==> src/hw/rtl/wzsc_pkg.sv <==
`timescale 1ns / 1ps
// ----------------------------------------------------------------------------
// wzsc_pkg
// Shared constants, register indexes and sequencer states of the window
// z-score spike cleaner.
// ----------------------------------------------------------------------------
package wzsc_pkg;

  localparam int MAX_WINDOW_DEF  = 8;
  localparam int SAMPLE_BITS_DEF = 16;

  localparam int WHW_BITS      = 4;
  localparam int Z_BITS        = 16;
  localparam int CFG_IDX_BITS  = 2;
  localparam int CFG_DATA_BITS = 16;

  localparam logic [CFG_IDX_BITS-1:0] REG_WINDOW_HALF_WIDTH = 2'd0;
  localparam logic [CFG_IDX_BITS-1:0] REG_Z_THRESHOLD       = 2'd1;

  localparam logic [WHW_BITS-1:0] WHW_RESET = 4'd5;
  localparam logic [Z_BITS-1:0]   Z_RESET   = 16'd768;

  typedef enum logic [3:0] {
    ST_IDLE,
    ST_PLAN,
    ST_SCAN,
    ST_CHK,
    ST_CQ,
    ST_S2,
    ST_CX,
    ST_DEV2,
    ST_LHS,
    ST_ZZ,
    ST_ZZC,
    ST_RHS,
    ST_DIV,
    ST_SGN,
    ST_OUT,
    ST_SHIFT
  } state_t;

endpackage

==> src/hw/rtl/wzsc_if.sv <==
`timescale 1ns / 1ps
// ----------------------------------------------------------------------------
// wzsc channel interfaces
// Valid/ready channels for samples, cleaned results and register writes.
// ----------------------------------------------------------------------------
interface wzsc_in_if #(parameter int SAMPLE_BITS = 16);
  logic                   valid;
  logic                   ready;
  logic [SAMPLE_BITS-1:0] sample;
  logic                   last_sample;

  modport source (output valid, sample, last_sample, input ready);
  modport sink   (input valid, sample, last_sample, output ready);
endinterface

interface wzsc_out_if #(parameter int SAMPLE_BITS = 16);
  logic                   valid;
  logic                   ready;
  logic [SAMPLE_BITS-1:0] cleaned_value;
  logic                   spike_flag;
  logic                   run_last;
  logic                   signal_end;

  modport source (output valid, cleaned_value, spike_flag, run_last, signal_end,
                  input ready);
  modport sink   (input valid, cleaned_value, spike_flag, run_last, signal_end,
                  output ready);
endinterface

interface wzsc_cfg_if;
  logic                               valid;
  logic                               ready;
  logic [wzsc_pkg::CFG_IDX_BITS-1:0]  index;
  logic [wzsc_pkg::CFG_DATA_BITS-1:0] data;

  modport source (output valid, index, data, input ready);
  modport sink   (input valid, index, data, output ready);
endinterface

==> src/hw/rtl/window_zscore_spike_cleaner.sv <==
`timescale 1ns / 1ps
// ----------------------------------------------------------------------------
// window_zscore_spike_cleaner
// Sliding-window z-score outlier filter with an iterative shared datapath.
// ----------------------------------------------------------------------------
// Each sample is judged against up to W neighbors on each side (center left
// out, window clipped at the signal ends) and replaced by the rounded neighbor
// mean when its deviation exceeds z standard deviations. Results lag the input
// by W samples; a request with last_sample set flushes every pending sample.
// The block takes one request at a time and is busy until all of its results
// are taken. Per result the sequencer scans the window, then runs up to
// eight products through one shift-add multiplier that retires one
// multiplier bit per cycle and, for a spike, a restoring divider. The
// multiplier is the critical loop.
module window_zscore_spike_cleaner #(
  parameter int MAX_WINDOW  = wzsc_pkg::MAX_WINDOW_DEF,
  parameter int SAMPLE_BITS = wzsc_pkg::SAMPLE_BITS_DEF
) (
  input  logic       clk,
  input  logic       rst_n,
  wzsc_in_if.sink    in_ch,
  wzsc_out_if.source out_ch,
  wzsc_cfg_if.sink   cfg_ch
);
  import wzsc_pkg::*;

  localparam int SB    = SAMPLE_BITS;
  localparam int DEPTH = 2 * MAX_WINDOW + 1;
  localparam int PSW   = $clog2(DEPTH + 1);
  localparam int IW    = $clog2(DEPTH);
  localparam int CW    = $clog2(2 * MAX_WINDOW + 1);
  localparam int SW    = SB + CW;
  localparam int QW    = 2 * SB + CW;
  localparam int DVW   = SB + CW + 1;
  localparam int PW    = 2 * SB + 3 * CW + 2 * Z_BITS + 2;
  localparam int NW    = SW + 1;
  localparam int RW    = CW + 2;
  localparam int NCW   = $clog2(NW + 1);

  state_t state_r, state_nxt;

  logic signed [SB-1:0] win_r [DEPTH];
  logic [PSW-1:0]       rcv_r, emit_r, w_r, j_r, end_r;
  logic                 last_r;
  logic signed [SB-1:0] x_r, y_r;
  logic signed [SW-1:0] s_r;
  logic [QW-1:0]        q_r;
  logic [CW-1:0]        c_r;
  logic [PW-1:0]        mul_a_r, mul_b_r, mul_p_r, cq_r, d_r, lhs_r;
  logic [NW-1:0]        div_n_r;
  logic [RW-1:0]        div_rem_r;
  logic [NCW-1:0]       div_cnt_r;
  logic                 flag_r;
  logic [WHW_BITS-1:0]  whw_r;
  logic [Z_BITS-1:0]    zth_r;

  logic                 in_acc, out_acc, mul_done, mul_run, mul_load;
  logic [PW-1:0]        mul_ld_a, mul_ld_b;
  logic signed [SB-1:0] v;
  logic [2*SB-1:0]      sq;
  logic [SW-1:0]        s_abs;
  logic [SB-1:0]        x_abs;
  logic signed [DVW-1:0] cx_s, dev_s;
  logic [DVW-1:0]       dev_abs;
  logic [PW-1:0]        left_w, right_w, sum_w;
  logic [PSW-1:0]       w_clamp;
  logic [RW-1:0]        rem_sh, dvs;
  logic                 run_last, sig_end;

  assign in_acc   = in_ch.valid && in_ch.ready;
  assign out_acc  = out_ch.valid && out_ch.ready;
  assign mul_done = (mul_b_r == '0);

  assign v     = win_r[j_r[IW-1:0]];
  assign sq    = unsigned'((2*SB)'(v) * (2*SB)'(v));
  assign s_abs = s_r[SW-1] ? unsigned'(-s_r) : unsigned'(s_r);
  assign x_abs = x_r[SB-1] ? (~unsigned'(x_r) + 1'b1) : unsigned'(x_r);
  assign cx_s  = x_r[SB-1] ? -signed'({1'b0, mul_p_r[DVW-2:0]})
                           : signed'({1'b0, mul_p_r[DVW-2:0]});
  assign dev_s   = cx_s - DVW'(s_r);
  assign dev_abs = dev_s[DVW-1] ? unsigned'(-dev_s) : unsigned'(dev_s);

  // clipped neighbor range around the center
  assign sum_w   = PW'(emit_r) + PW'(w_r) + PW'(1);
  assign left_w  = (emit_r > w_r) ? PW'(emit_r - w_r) : '0;
  assign right_w = (sum_w < PW'(rcv_r)) ? sum_w : PW'(rcv_r);

  always_comb begin
    if (whw_r == '0) begin
      w_clamp = PSW'(1);
    end else if (int'(whw_r) > MAX_WINDOW) begin
      w_clamp = PSW'(MAX_WINDOW);
    end else begin
      w_clamp = PSW'(whw_r);
    end
  end

  assign rem_sh = {div_rem_r[RW-2:0], div_n_r[NW-1]};
  assign dvs    = RW'({c_r, 1'b0});

  assign run_last = last_r ? (emit_r + PSW'(1) == rcv_r)
                           : (rcv_r - emit_r - PSW'(1) <= w_r);
  assign sig_end  = last_r && run_last;

  // next state
  always_comb begin
    state_nxt = state_r;
    unique case (state_r)
      ST_IDLE:  if (in_acc) state_nxt = ST_PLAN;
      ST_PLAN: begin
        if (last_r) begin
          state_nxt = (emit_r < rcv_r) ? ST_SCAN : ST_IDLE;
        end else if (rcv_r - emit_r > w_r) begin
          state_nxt = ST_SCAN;
        end else if (emit_r > w_r) begin
          state_nxt = ST_SHIFT;
        end else begin
          state_nxt = ST_IDLE;
        end
      end
      ST_SCAN:  if (j_r + PSW'(1) == end_r) state_nxt = ST_CHK;
      ST_CHK:   state_nxt = (c_r < CW'(2)) ? ST_OUT : ST_CQ;
      ST_CQ:    if (mul_done) state_nxt = ST_S2;
      ST_S2:    if (mul_done) state_nxt = (cq_r > mul_p_r) ? ST_CX : ST_OUT;
      ST_CX:    if (mul_done) state_nxt = ST_DEV2;
      ST_DEV2:  if (mul_done) state_nxt = ST_LHS;
      ST_LHS:   if (mul_done) state_nxt = ST_ZZ;
      ST_ZZ:    if (mul_done) state_nxt = ST_ZZC;
      ST_ZZC:   if (mul_done) state_nxt = ST_RHS;
      ST_RHS:   if (mul_done) state_nxt = (lhs_r > mul_p_r) ? ST_DIV : ST_OUT;
      ST_DIV:   if (div_cnt_r == '0) state_nxt = ST_SGN;
      ST_SGN:   state_nxt = ST_OUT;
      ST_OUT:   if (out_acc) state_nxt = ST_PLAN;
      ST_SHIFT: state_nxt = ST_PLAN;
      default:  state_nxt = ST_IDLE;
    endcase
  end

  // outputs and multiplier operand select
  always_comb begin
    in_ch.ready  = (state_r == ST_IDLE);
    out_ch.valid = (state_r == ST_OUT);
    cfg_ch.ready = 1'b1;
    out_ch.cleaned_value = y_r;
    out_ch.spike_flag    = flag_r;
    out_ch.run_last      = run_last;
    out_ch.signal_end    = sig_end;

    unique case (state_r)
      ST_CQ, ST_S2, ST_CX, ST_DEV2, ST_LHS, ST_ZZ, ST_ZZC, ST_RHS: mul_run = 1'b1;
      default: mul_run = 1'b0;
    endcase

    mul_load = (state_nxt != state_r);
    mul_ld_a = '0;
    mul_ld_b = '0;
    unique case (state_nxt)
      ST_CQ:   begin mul_ld_a = PW'(q_r);     mul_ld_b = PW'(c_r);            end
      ST_S2:   begin mul_ld_a = PW'(s_abs);   mul_ld_b = PW'(s_abs);          end
      ST_CX:   begin mul_ld_a = PW'(x_abs);   mul_ld_b = PW'(c_r);            end
      ST_DEV2: begin mul_ld_a = PW'(dev_abs); mul_ld_b = PW'(dev_abs);        end
      ST_LHS:  begin mul_ld_a = mul_p_r;      mul_ld_b = PW'(c_r - CW'(1));   end
      ST_ZZ:   begin mul_ld_a = PW'(zth_r);   mul_ld_b = PW'(zth_r);          end
      ST_ZZC:  begin mul_ld_a = mul_p_r;      mul_ld_b = PW'(c_r);            end
      ST_RHS:  begin mul_ld_a = mul_p_r;      mul_ld_b = d_r;                 end
      default: mul_load = 1'b0;
    endcase
  end

  // control state and registers
  always_ff @(posedge clk) begin
    if (!rst_n) begin
      state_r <= ST_IDLE;
      rcv_r   <= '0;
      emit_r  <= '0;
      whw_r   <= WHW_RESET;
      zth_r   <= Z_RESET;
    end else begin
      state_r <= state_nxt;
      if (cfg_ch.valid && cfg_ch.ready) begin
        unique case (cfg_ch.index)
          REG_WINDOW_HALF_WIDTH: whw_r <= cfg_ch.data[WHW_BITS-1:0];
          REG_Z_THRESHOLD:       zth_r <= cfg_ch.data[Z_BITS-1:0];
          default: ;
        endcase
      end
      case (state_r)
        ST_IDLE:  if (in_acc && rcv_r < PSW'(DEPTH)) rcv_r <= rcv_r + PSW'(1);
        ST_PLAN: begin
          // end of signal: start over
          if (last_r && !(emit_r < rcv_r)) begin
            rcv_r  <= '0;
            emit_r <= '0;
          end
        end
        ST_OUT:   if (out_acc) emit_r <= emit_r + PSW'(1);
        ST_SHIFT: begin
          emit_r <= emit_r - PSW'(1);
          rcv_r  <= rcv_r - PSW'(1);
        end
        default: ;
      endcase
    end
  end

  // datapath
  always_ff @(posedge clk) begin
    case (state_r)
      ST_IDLE: begin
        if (in_acc) begin
          if (rcv_r < PSW'(DEPTH)) win_r[rcv_r[IW-1:0]] <= signed'(in_ch.sample);
          last_r <= in_ch.last_sample;
          w_r    <= w_clamp;
        end
      end
      ST_PLAN: begin
        j_r   <= PSW'(left_w);
        end_r <= PSW'(right_w);
        s_r   <= '0;
        q_r   <= '0;
        c_r   <= '0;
      end
      ST_SCAN: begin
        if (j_r == emit_r) begin
          x_r <= v;
        end else begin
          s_r <= s_r + SW'(v);
          q_r <= q_r + QW'(sq);
          c_r <= c_r + CW'(1);
        end
        j_r <= j_r + PSW'(1);
      end
      ST_CHK: begin
        y_r    <= x_r;
        flag_r <= 1'b0;
      end
      ST_CQ:  if (mul_done) cq_r <= mul_p_r;
      ST_S2:  if (mul_done) d_r <= cq_r - mul_p_r;
      ST_LHS: if (mul_done) lhs_r <= mul_p_r << 16;
      ST_RHS: begin
        // load rounded-mean division: (2|S| + c) / 2c
        div_n_r   <= NW'({s_abs, 1'b0}) + NW'(c_r);
        div_rem_r <= '0;
        div_cnt_r <= NCW'(NW);
      end
      ST_DIV: begin
        if (div_cnt_r != '0) begin
          if (rem_sh >= dvs) begin
            div_rem_r <= rem_sh - dvs;
            div_n_r   <= {div_n_r[NW-2:0], 1'b1};
          end else begin
            div_rem_r <= rem_sh;
            div_n_r   <= {div_n_r[NW-2:0], 1'b0};
          end
          div_cnt_r <= div_cnt_r - NCW'(1);
        end
      end
      ST_SGN: begin
        y_r    <= s_r[SW-1] ? -signed'(div_n_r[SB-1:0]) : signed'(div_n_r[SB-1:0]);
        flag_r <= 1'b1;
      end
      ST_SHIFT: begin
        for (int i = 0; i < DEPTH - 1; i++) begin
          win_r[i] <= win_r[i+1];
        end
      end
      default: ;
    endcase

    // shared shift-add multiplier, one multiplier bit per cycle
    if (mul_load) begin
      mul_a_r <= mul_ld_a;
      mul_b_r <= mul_ld_b;
      mul_p_r <= '0;
    end else if (mul_run && !mul_done) begin
      if (mul_b_r[0]) mul_p_r <= mul_p_r + mul_a_r;
      mul_a_r <= mul_a_r << 1;
      mul_b_r <= mul_b_r >> 1;
    end
  end

endmodule
==> src/flat_wrapper.sv <==
// flat-port wrapper written by rule: the top's interface ports become plain ports
module window_zscore_spike_cleaner_flat import wzsc_pkg::*;
#(
  parameter int MAX_WINDOW  = wzsc_pkg::MAX_WINDOW_DEF,
  parameter int SAMPLE_BITS = wzsc_pkg::SAMPLE_BITS_DEF
)
  (clk, rst_n, in_ch_valid, in_ch_sample, in_ch_last_sample, in_ch_ready, out_ch_valid, out_ch_cleaned_value, out_ch_spike_flag, out_ch_run_last, out_ch_signal_end, out_ch_ready, cfg_ch_valid, cfg_ch_index, cfg_ch_data, cfg_ch_ready);
  wzsc_in_if #(.SAMPLE_BITS(SAMPLE_BITS)) in_ch_i ();
  wzsc_out_if #(.SAMPLE_BITS(SAMPLE_BITS)) out_ch_i ();
  wzsc_cfg_if cfg_ch_i ();
  input  logic clk;
  input  logic rst_n;
  input wire logic [$bits(in_ch_i.valid)-1:0] in_ch_valid;
  input wire logic [$bits(in_ch_i.sample)-1:0] in_ch_sample;
  input wire logic [$bits(in_ch_i.last_sample)-1:0] in_ch_last_sample;
  output wire logic [$bits(in_ch_i.ready)-1:0] in_ch_ready;
  output wire logic [$bits(out_ch_i.valid)-1:0] out_ch_valid;
  output wire logic [$bits(out_ch_i.cleaned_value)-1:0] out_ch_cleaned_value;
  output wire logic [$bits(out_ch_i.spike_flag)-1:0] out_ch_spike_flag;
  output wire logic [$bits(out_ch_i.run_last)-1:0] out_ch_run_last;
  output wire logic [$bits(out_ch_i.signal_end)-1:0] out_ch_signal_end;
  input wire logic [$bits(out_ch_i.ready)-1:0] out_ch_ready;
  input wire logic [$bits(cfg_ch_i.valid)-1:0] cfg_ch_valid;
  input wire logic [$bits(cfg_ch_i.index)-1:0] cfg_ch_index;
  input wire logic [$bits(cfg_ch_i.data)-1:0] cfg_ch_data;
  output wire logic [$bits(cfg_ch_i.ready)-1:0] cfg_ch_ready;
  assign in_ch_i.valid = in_ch_valid;
  assign in_ch_i.sample = in_ch_sample;
  assign in_ch_i.last_sample = in_ch_last_sample;
  assign in_ch_ready = in_ch_i.ready;
  assign out_ch_valid = out_ch_i.valid;
  assign out_ch_cleaned_value = out_ch_i.cleaned_value;
  assign out_ch_spike_flag = out_ch_i.spike_flag;
  assign out_ch_run_last = out_ch_i.run_last;
  assign out_ch_signal_end = out_ch_i.signal_end;
  assign out_ch_i.ready = out_ch_ready;
  assign cfg_ch_i.valid = cfg_ch_valid;
  assign cfg_ch_i.index = cfg_ch_index;
  assign cfg_ch_i.data = cfg_ch_data;
  assign cfg_ch_ready = cfg_ch_i.ready;
  window_zscore_spike_cleaner #(.MAX_WINDOW(MAX_WINDOW), .SAMPLE_BITS(SAMPLE_BITS)) u_core (.clk(clk), .rst_n(rst_n), .in_ch(in_ch_i), .out_ch(out_ch_i), .cfg_ch(cfg_ch_i));
endmodule
==> config.mk <==
export PLATFORM = sky130hd
export DESIGN_NAME = window_zscore_spike_cleaner_flat
export DESIGN_NICKNAME = d
export VERILOG_FILES = /design/src/hw/rtl/wzsc_pkg.sv /design/src/hw/rtl/wzsc_if.sv /design/src/hw/rtl/window_zscore_spike_cleaner.sv /design/src/flat_wrapper.sv
export SDC_FILE = /design/constraint.sdc
export NUM_CORES = 2
export LEC_CHECK = 0
export BUFFER_PORTS_ARGS = -buffer_cell sky130_fd_sc_hd__buf_2
export CORE_ASPECT_RATIO = 1.75
export CORE_UTILIZATION = 37
export CTS_BUF_LIST = sky130_fd_sc_hd__clkbuf_4
export CTS_CLUSTER_SIZE = 20
export DETAILED_ROUTE_END_ITERATION = 12
export HOLD_SLACK_MARGIN = 0.12
export RECOVER_POWER = 50
export SKIP_CTS_REPAIR_TIMING = 1
export SYNTH_ARGS = -nofsm -noshare
export SYNTH_HDL_FRONTEND = slang
export SYNTH_SLANG_ARGS = --single-unit
export TNS_END_PERCENT = 10
==> constraint.sdc <==
create_clock -name clk -period 10.2 [get_ports clk]
set_input_delay 0 -clock clk [delete_from_list [all_inputs] [get_ports clk]]
set_output_delay 0 -clock clk [all_outputs]
set_load 0.02 [all_outputs]
# ---- Yosys cells after proc, flatten, opt, wreduce, memory -nomap -nowiden
# Memories as Yosys holds them, arrays and structs flattened. A register that Yosys moved wholly into a read port is not among the register bits.
# Index checks and enable logic that the tools add are counted.
dict set report op_classes {
  bitwise 1
  n_lt_le_gt_ge 11
  eq_ne 33
  div_mod_pow 0
  shift 0
  n_mux 69
  n_reduce_logical 37
  mul 1
  addsub 25
}
# cell count
set ops {}
lappend ops {{81-bit one-hot mux with 6 select lines} 2}
lappend ops {{81-bit two-way mux} 4}
lappend ops {{81-bit greater-than comparator} 2}
lappend ops {{81-bit adder} 1}
lappend ops {{81-bit zero test} 1}
lappend ops {{81-bit by 5-bit less-than comparator with 1-bit output} 1}
lappend ops {{81-bit subtractor} 1}
lappend ops {{4-bit two-way mux} 19}
lappend ops {{37-bit one-hot mux with 2 select lines} 1}
lappend ops {{22-bit two-way mux} 3}
lappend ops {{4-bit one-hot mux with 16 select lines} 1}
lappend ops {{4-bit equality test, second input constant} 12}
lappend ops {{16-bit two-way mux} 3}
lappend ops {{5-bit two-way mux} 9}
lappend ops {{22-bit one-hot mux with 2 select lines} 1}
lappend ops {{21-bit two-way mux} 2}
lappend ops {{21-bit one-hot mux with 2 select lines} 1}
lappend ops {{37-bit by 32-bit adder with 37-bit output} 1}
lappend ops {{37-bit two-way mux} 1}
lappend ops {{4-bit by 3-bit equality test with 1-bit output, second input constant} 8}
lappend ops {{16-bit by 16-bit multiplier with 32-bit output} 1}
lappend ops {{16-bit one-hot mux with 2 select lines} 1}
lappend ops {{5-bit one-hot mux with 2 select lines} 3}
lappend ops {{5-bit one-hot mux with 3 select lines} 2}
lappend ops {{49 further kinds} 96}
dict set report totals {
  ram_bits 272
  word_cells 204
  register_bits 649
  mem_count 2
  out_inout_bits 22
  input_bits 40
  latchBits 0
  romBits 16
}
# memory depth word_bits read_ports rd_ports_with_merged_regs wr line
set mem_list {}
lappend mem_list {u_core.win_r 17 16 17 1 16 window_zscore_spike_cleaner.sv:42} ;# logic signed [SB-1:0] win_r [DEPTH];
lappend mem_list {{(name not given)} 16 1 1 1 0 window_zscore_spike_cleaner.sv:149} ;# unique case (state_r)

# ---- Longest topological paths before layout
dict set report depth {
  depth_word 9
  depth_mapped 44
  depth_no_buf 41
}

# ---- Worst setup path after synthesis
# No wires, ideal clock.
dict set report synth_path {
  path_type {flip-flop to flip-flop}
  startpoint {reg (tool-made name)}
  endpoint {reg u_core.q_r[36] (data pin)}
  t_required_ps 9934
  arrival_time_ps 10138
  stages_incl_launch_ff 43
  n_path_buf 3
  path_slack_ps -204
  cell_sequence {dfxtp_1 -> buf_2 -> buf_1 -> buf_1 -> mux4_2 -> mux4_2 -> mux2_2 -> inv_1 -> nor2_1 -> fa_1 -> inv_1 -> fa_1 -> fa_1 -> inv_1 -> fa_1 -> fa_1 -> inv_1 -> fa_1 -> [7 not listed] -> inv_1 -> a21oi_1 -> o21bai_1 -> a21oi_1 -> xnor2_1 -> ha_1 -> nand4_1 -> nor2_1 -> a211o_1 -> or3_1 -> nor3_1 -> o31ai_1 -> nand2_1 -> and3_1 -> o31ai_1 -> nand3_1 -> xor2_1 -> nor2_1}
}
# element line
set synth_rtl {}
lappend synth_rtl {{end signal: assignment} window_zscore_spike_cleaner.sv:228} ;# q_r <= q_r + QW'(sq);
lappend synth_rtl {{end: declaration} window_zscore_spike_cleaner.sv:47} ;# logic [QW-1:0] q_r;

==> results.toml <==
[outcome]
status = "finished with violations"
violations = "capacitance limit, slew limit"

[timing]
finalSetupViolCount = 0
rsz0062_at_grt = "yes"
hold_violations = 0
maxSlewViolCount = 177
fmaxAchievable_mhz = 101
fin_crit_ns = 9.94
setup_tns_ns = 0
final.setup_skew_ns = 0.124
fin_crit_sh_pct = 97.5
slew_headroom_pct = -142
worst_slew_pin_slew_ns = 3.61

[synth]
synthCells = 7054
syn-mean-instance-area_um2 = 10.5
synth-edff-count = 1045
synth_common_cells = "nand2_1 (1,166), edfxtp_1 (1,045), inv_1 (562), a21oi_1 (521), nor2_1 (493)"
seq_area_frac_synth_pct = 45.7
synth.most_common_cell = "nand2_1"
synth_top_area_cell = "edfxtp_1"
synth_flop_cell = "edfxtp_1"
yosys_warnings = 0
synth_cell_types = 94
yosys-top-cells-area = "edfxtp_1 (42%), ha_1 (7.4%), fa_1 (6.7%)"
synth_area_mm2 = 0.0740
async_reset_ff_share_pct = 0
yosys_register_bits = 1166
synth_top_area_share_pct = 42.4

[critical_path]
cp_max_fo = 5
endpoint_kind = "register"
critPathKind = "reg2reg"
arrival_ns = 11.03
cp_slowest_cell = "fa_2"
max_stage_delay_ns = 0.60
cp_data_required_time_ns = 11.29
reg2reg_depth = 44
r2r_slack_ns = 0.26
r2r_end = "u_core.q_r[35]"
cp-start-kind = "register"

[placed_design]
place_congestion = 0.990
port_buffers = 60
dpl.hpwl_mm = 185
post_dp_cell_area_mm2 = 0.0798
placedCellCount = 9933

[global_route]
grt_usage_pct = 23.6
grt_first_pass_wirelength_mm = 356
grt_max_degree = 173
antenna_found_initial = 7
grt_pass1_vias = 59400
gr-total-overflow = 0

[cells_and_area]
layout-drive-gt1-share_pct = 13.7
fin_util_pct = 43.2
area_growth_pct = 15.8
final_nets = 8524
final_area_mm2 = 0.0857
fin_cells = 10700

[min_path]
hp-class = "in2reg"
holdPathEnd = "u_core.state_r[2]"
hold_path.startpoint = "out_ch_ready"
min_path_cells = 6

[routing]
drt_iter0_drc = 3484
wirelength_mm = 245
num_vias = 57600
via_per_inst = 5.41
drtPass1Iterations = 6
avgRoutedWirePerCell_um = 23.0
final_antenna_net_count = 0
remaining_drc_errors = 0

[clock_tree]
tritoncts.num_buffers = 316
cts_tree = "yes"
path_clk_slew_ns = 0.08
clk-insertion-delay-late_ns = 1.41
root_buffer = "clkbuf_4"
htreeDepth = 5
clk_path_buf_depth = 4
cts_sinks = 1166

[floorplan]
fp-row-count = 216
ioPinCount = 62
dieArea_mm2 = 0.202
die_h_um = 594
start_util_pct = 37.3
core_mm2 = 0.198
die_w_um = 340

[run]
cap_violations = 4
==> flip-flops by register name (all words and copies together), names as in the netlist, 21 cells and up, named ones only <==
| signal | count |
|---|---|
| u_core.cq_r | 81 |
| u_core.lhs_r | 65 |
| u_core.win_r | 512 |
| u_core.mul_a_r | 81 |
| u_core.mul_p_r | 81 |
| u_core.mul_b_r | 81 |
| u_core.q_r | 37 |
| u_core.div_n_r | 22 |
| u_core.s_r | 21 |
| u_core.d_r | 81 |
==> logic make-up (layout without fill, tap and decap cells) <==
kind of cell / count (synthesis) / count (layout) / share of synthesized area, %
buffers and inverters: 889 / 1618 / 4.60
XOR/XNOR: 389 / 389 / 4.62
AND/OR/NAND/NOR: 2288 / 2288 / 13.5
AO/OA/AOI/OAI: 1441 / 1441 / 12.1
other: 2 / 254 / 0.0102
adder cells (fa/ha/maj): 686 / 686 / 14.1
multiplexers: 193 / 193 / 5.34
flip-flops: 1166 / 1166 / 45.7
==> final cells by class <==
| cell class | instances | area [um^2] |
|---|---|---|
| diodes | 13 | 32.5 |
| clock inverters | 95 | 464 |
| well taps | 2616 | 3270 |
| flip-flops and latches | 1166 | 33800 |
| multi-input cells | 5238 | 38300 |
| inverters | 570 | 2150 |
| fillers | 19300 | 113000 |
| clock buffers | 447 | 3360 |
| repair buffers | 506 | 4320 |
==> cell usage in the layout, fill, tap and decap left out, types with 56 or more instances in the layout <==
master / count
buf_4: 235
nor3_1: 71
dlygate4sd3_1: 125
a31oi_1: 56
conb_1: 241
inv_1: 554
clkbuf_4: 447
clkinv_1: 72
edfxtp_1: 1045
nand3_1: 153
nand2_1: 1155
fa_1: 243
nand4_1: 86
ha_1: 432
xor2_1: 134
clkbuf_1: 60
o21ai_0: 287
mux4_2: 160
a21oi_1: 513
nor2_1: 488
a21o_1: 162
xnor2_1: 250
dfxtp_1: 117
==> how the worst max path moves through the flow <==
stage / start / to / slack, ns / depth (start not counted)
after detailed placement: register / u_core.q_r[34] / -0.42 / 44
final: register / u_core.q_r[35] / 0.26 / 44
after CTS: register / u_core.q_r[34] / -0.39 / 44
after global routing: register / u_core.q_r[35] / -0.06 / 44
after floorplan: register / u_core.q_r[36] / 0.004 / 41
after global placement: register / u_core.q_r[34] / -0.44 / 43
==> metal layers <==
layer	vias up	global-route usage [%]	part of all wire, %
met4	0	22.4	11
met5	-	0	0
met2	1949	43.4	52
met1	28100	21.6	32
met3	890	4.21	4.7
li1	26600	-	-
==> through the flow <==
| step | setup WS, ns | hold slack (ns) |
|---|---|---|
| floorplan | 0.00389 | 0.0989 |
| CTS | -0.393 | -1.25 |
| finish | 0.258 | 0.236 |
| global placement | -0.442 | 0.178 |
| detailed placement | -0.422 | 0.178 |
| global route | -0.0553 | 0.197 |
==> worst max-delay path: cells and delay by family, from the launching register on <==
kind | cells | cell delay (ns)
xor+xnor | 2 | 0.26
simple gates | 6 | 0.45
buf+inv | 12 | 1.43
compound gates | 13 | 2.25
fa+ha+maj | 8 | 3.60
flops | 1 | 0.39
mux | 3 | 1.29
Power is not shown: default switching activity piles up to over one toggle a cycle in this logic, so the estimate is an artifact.
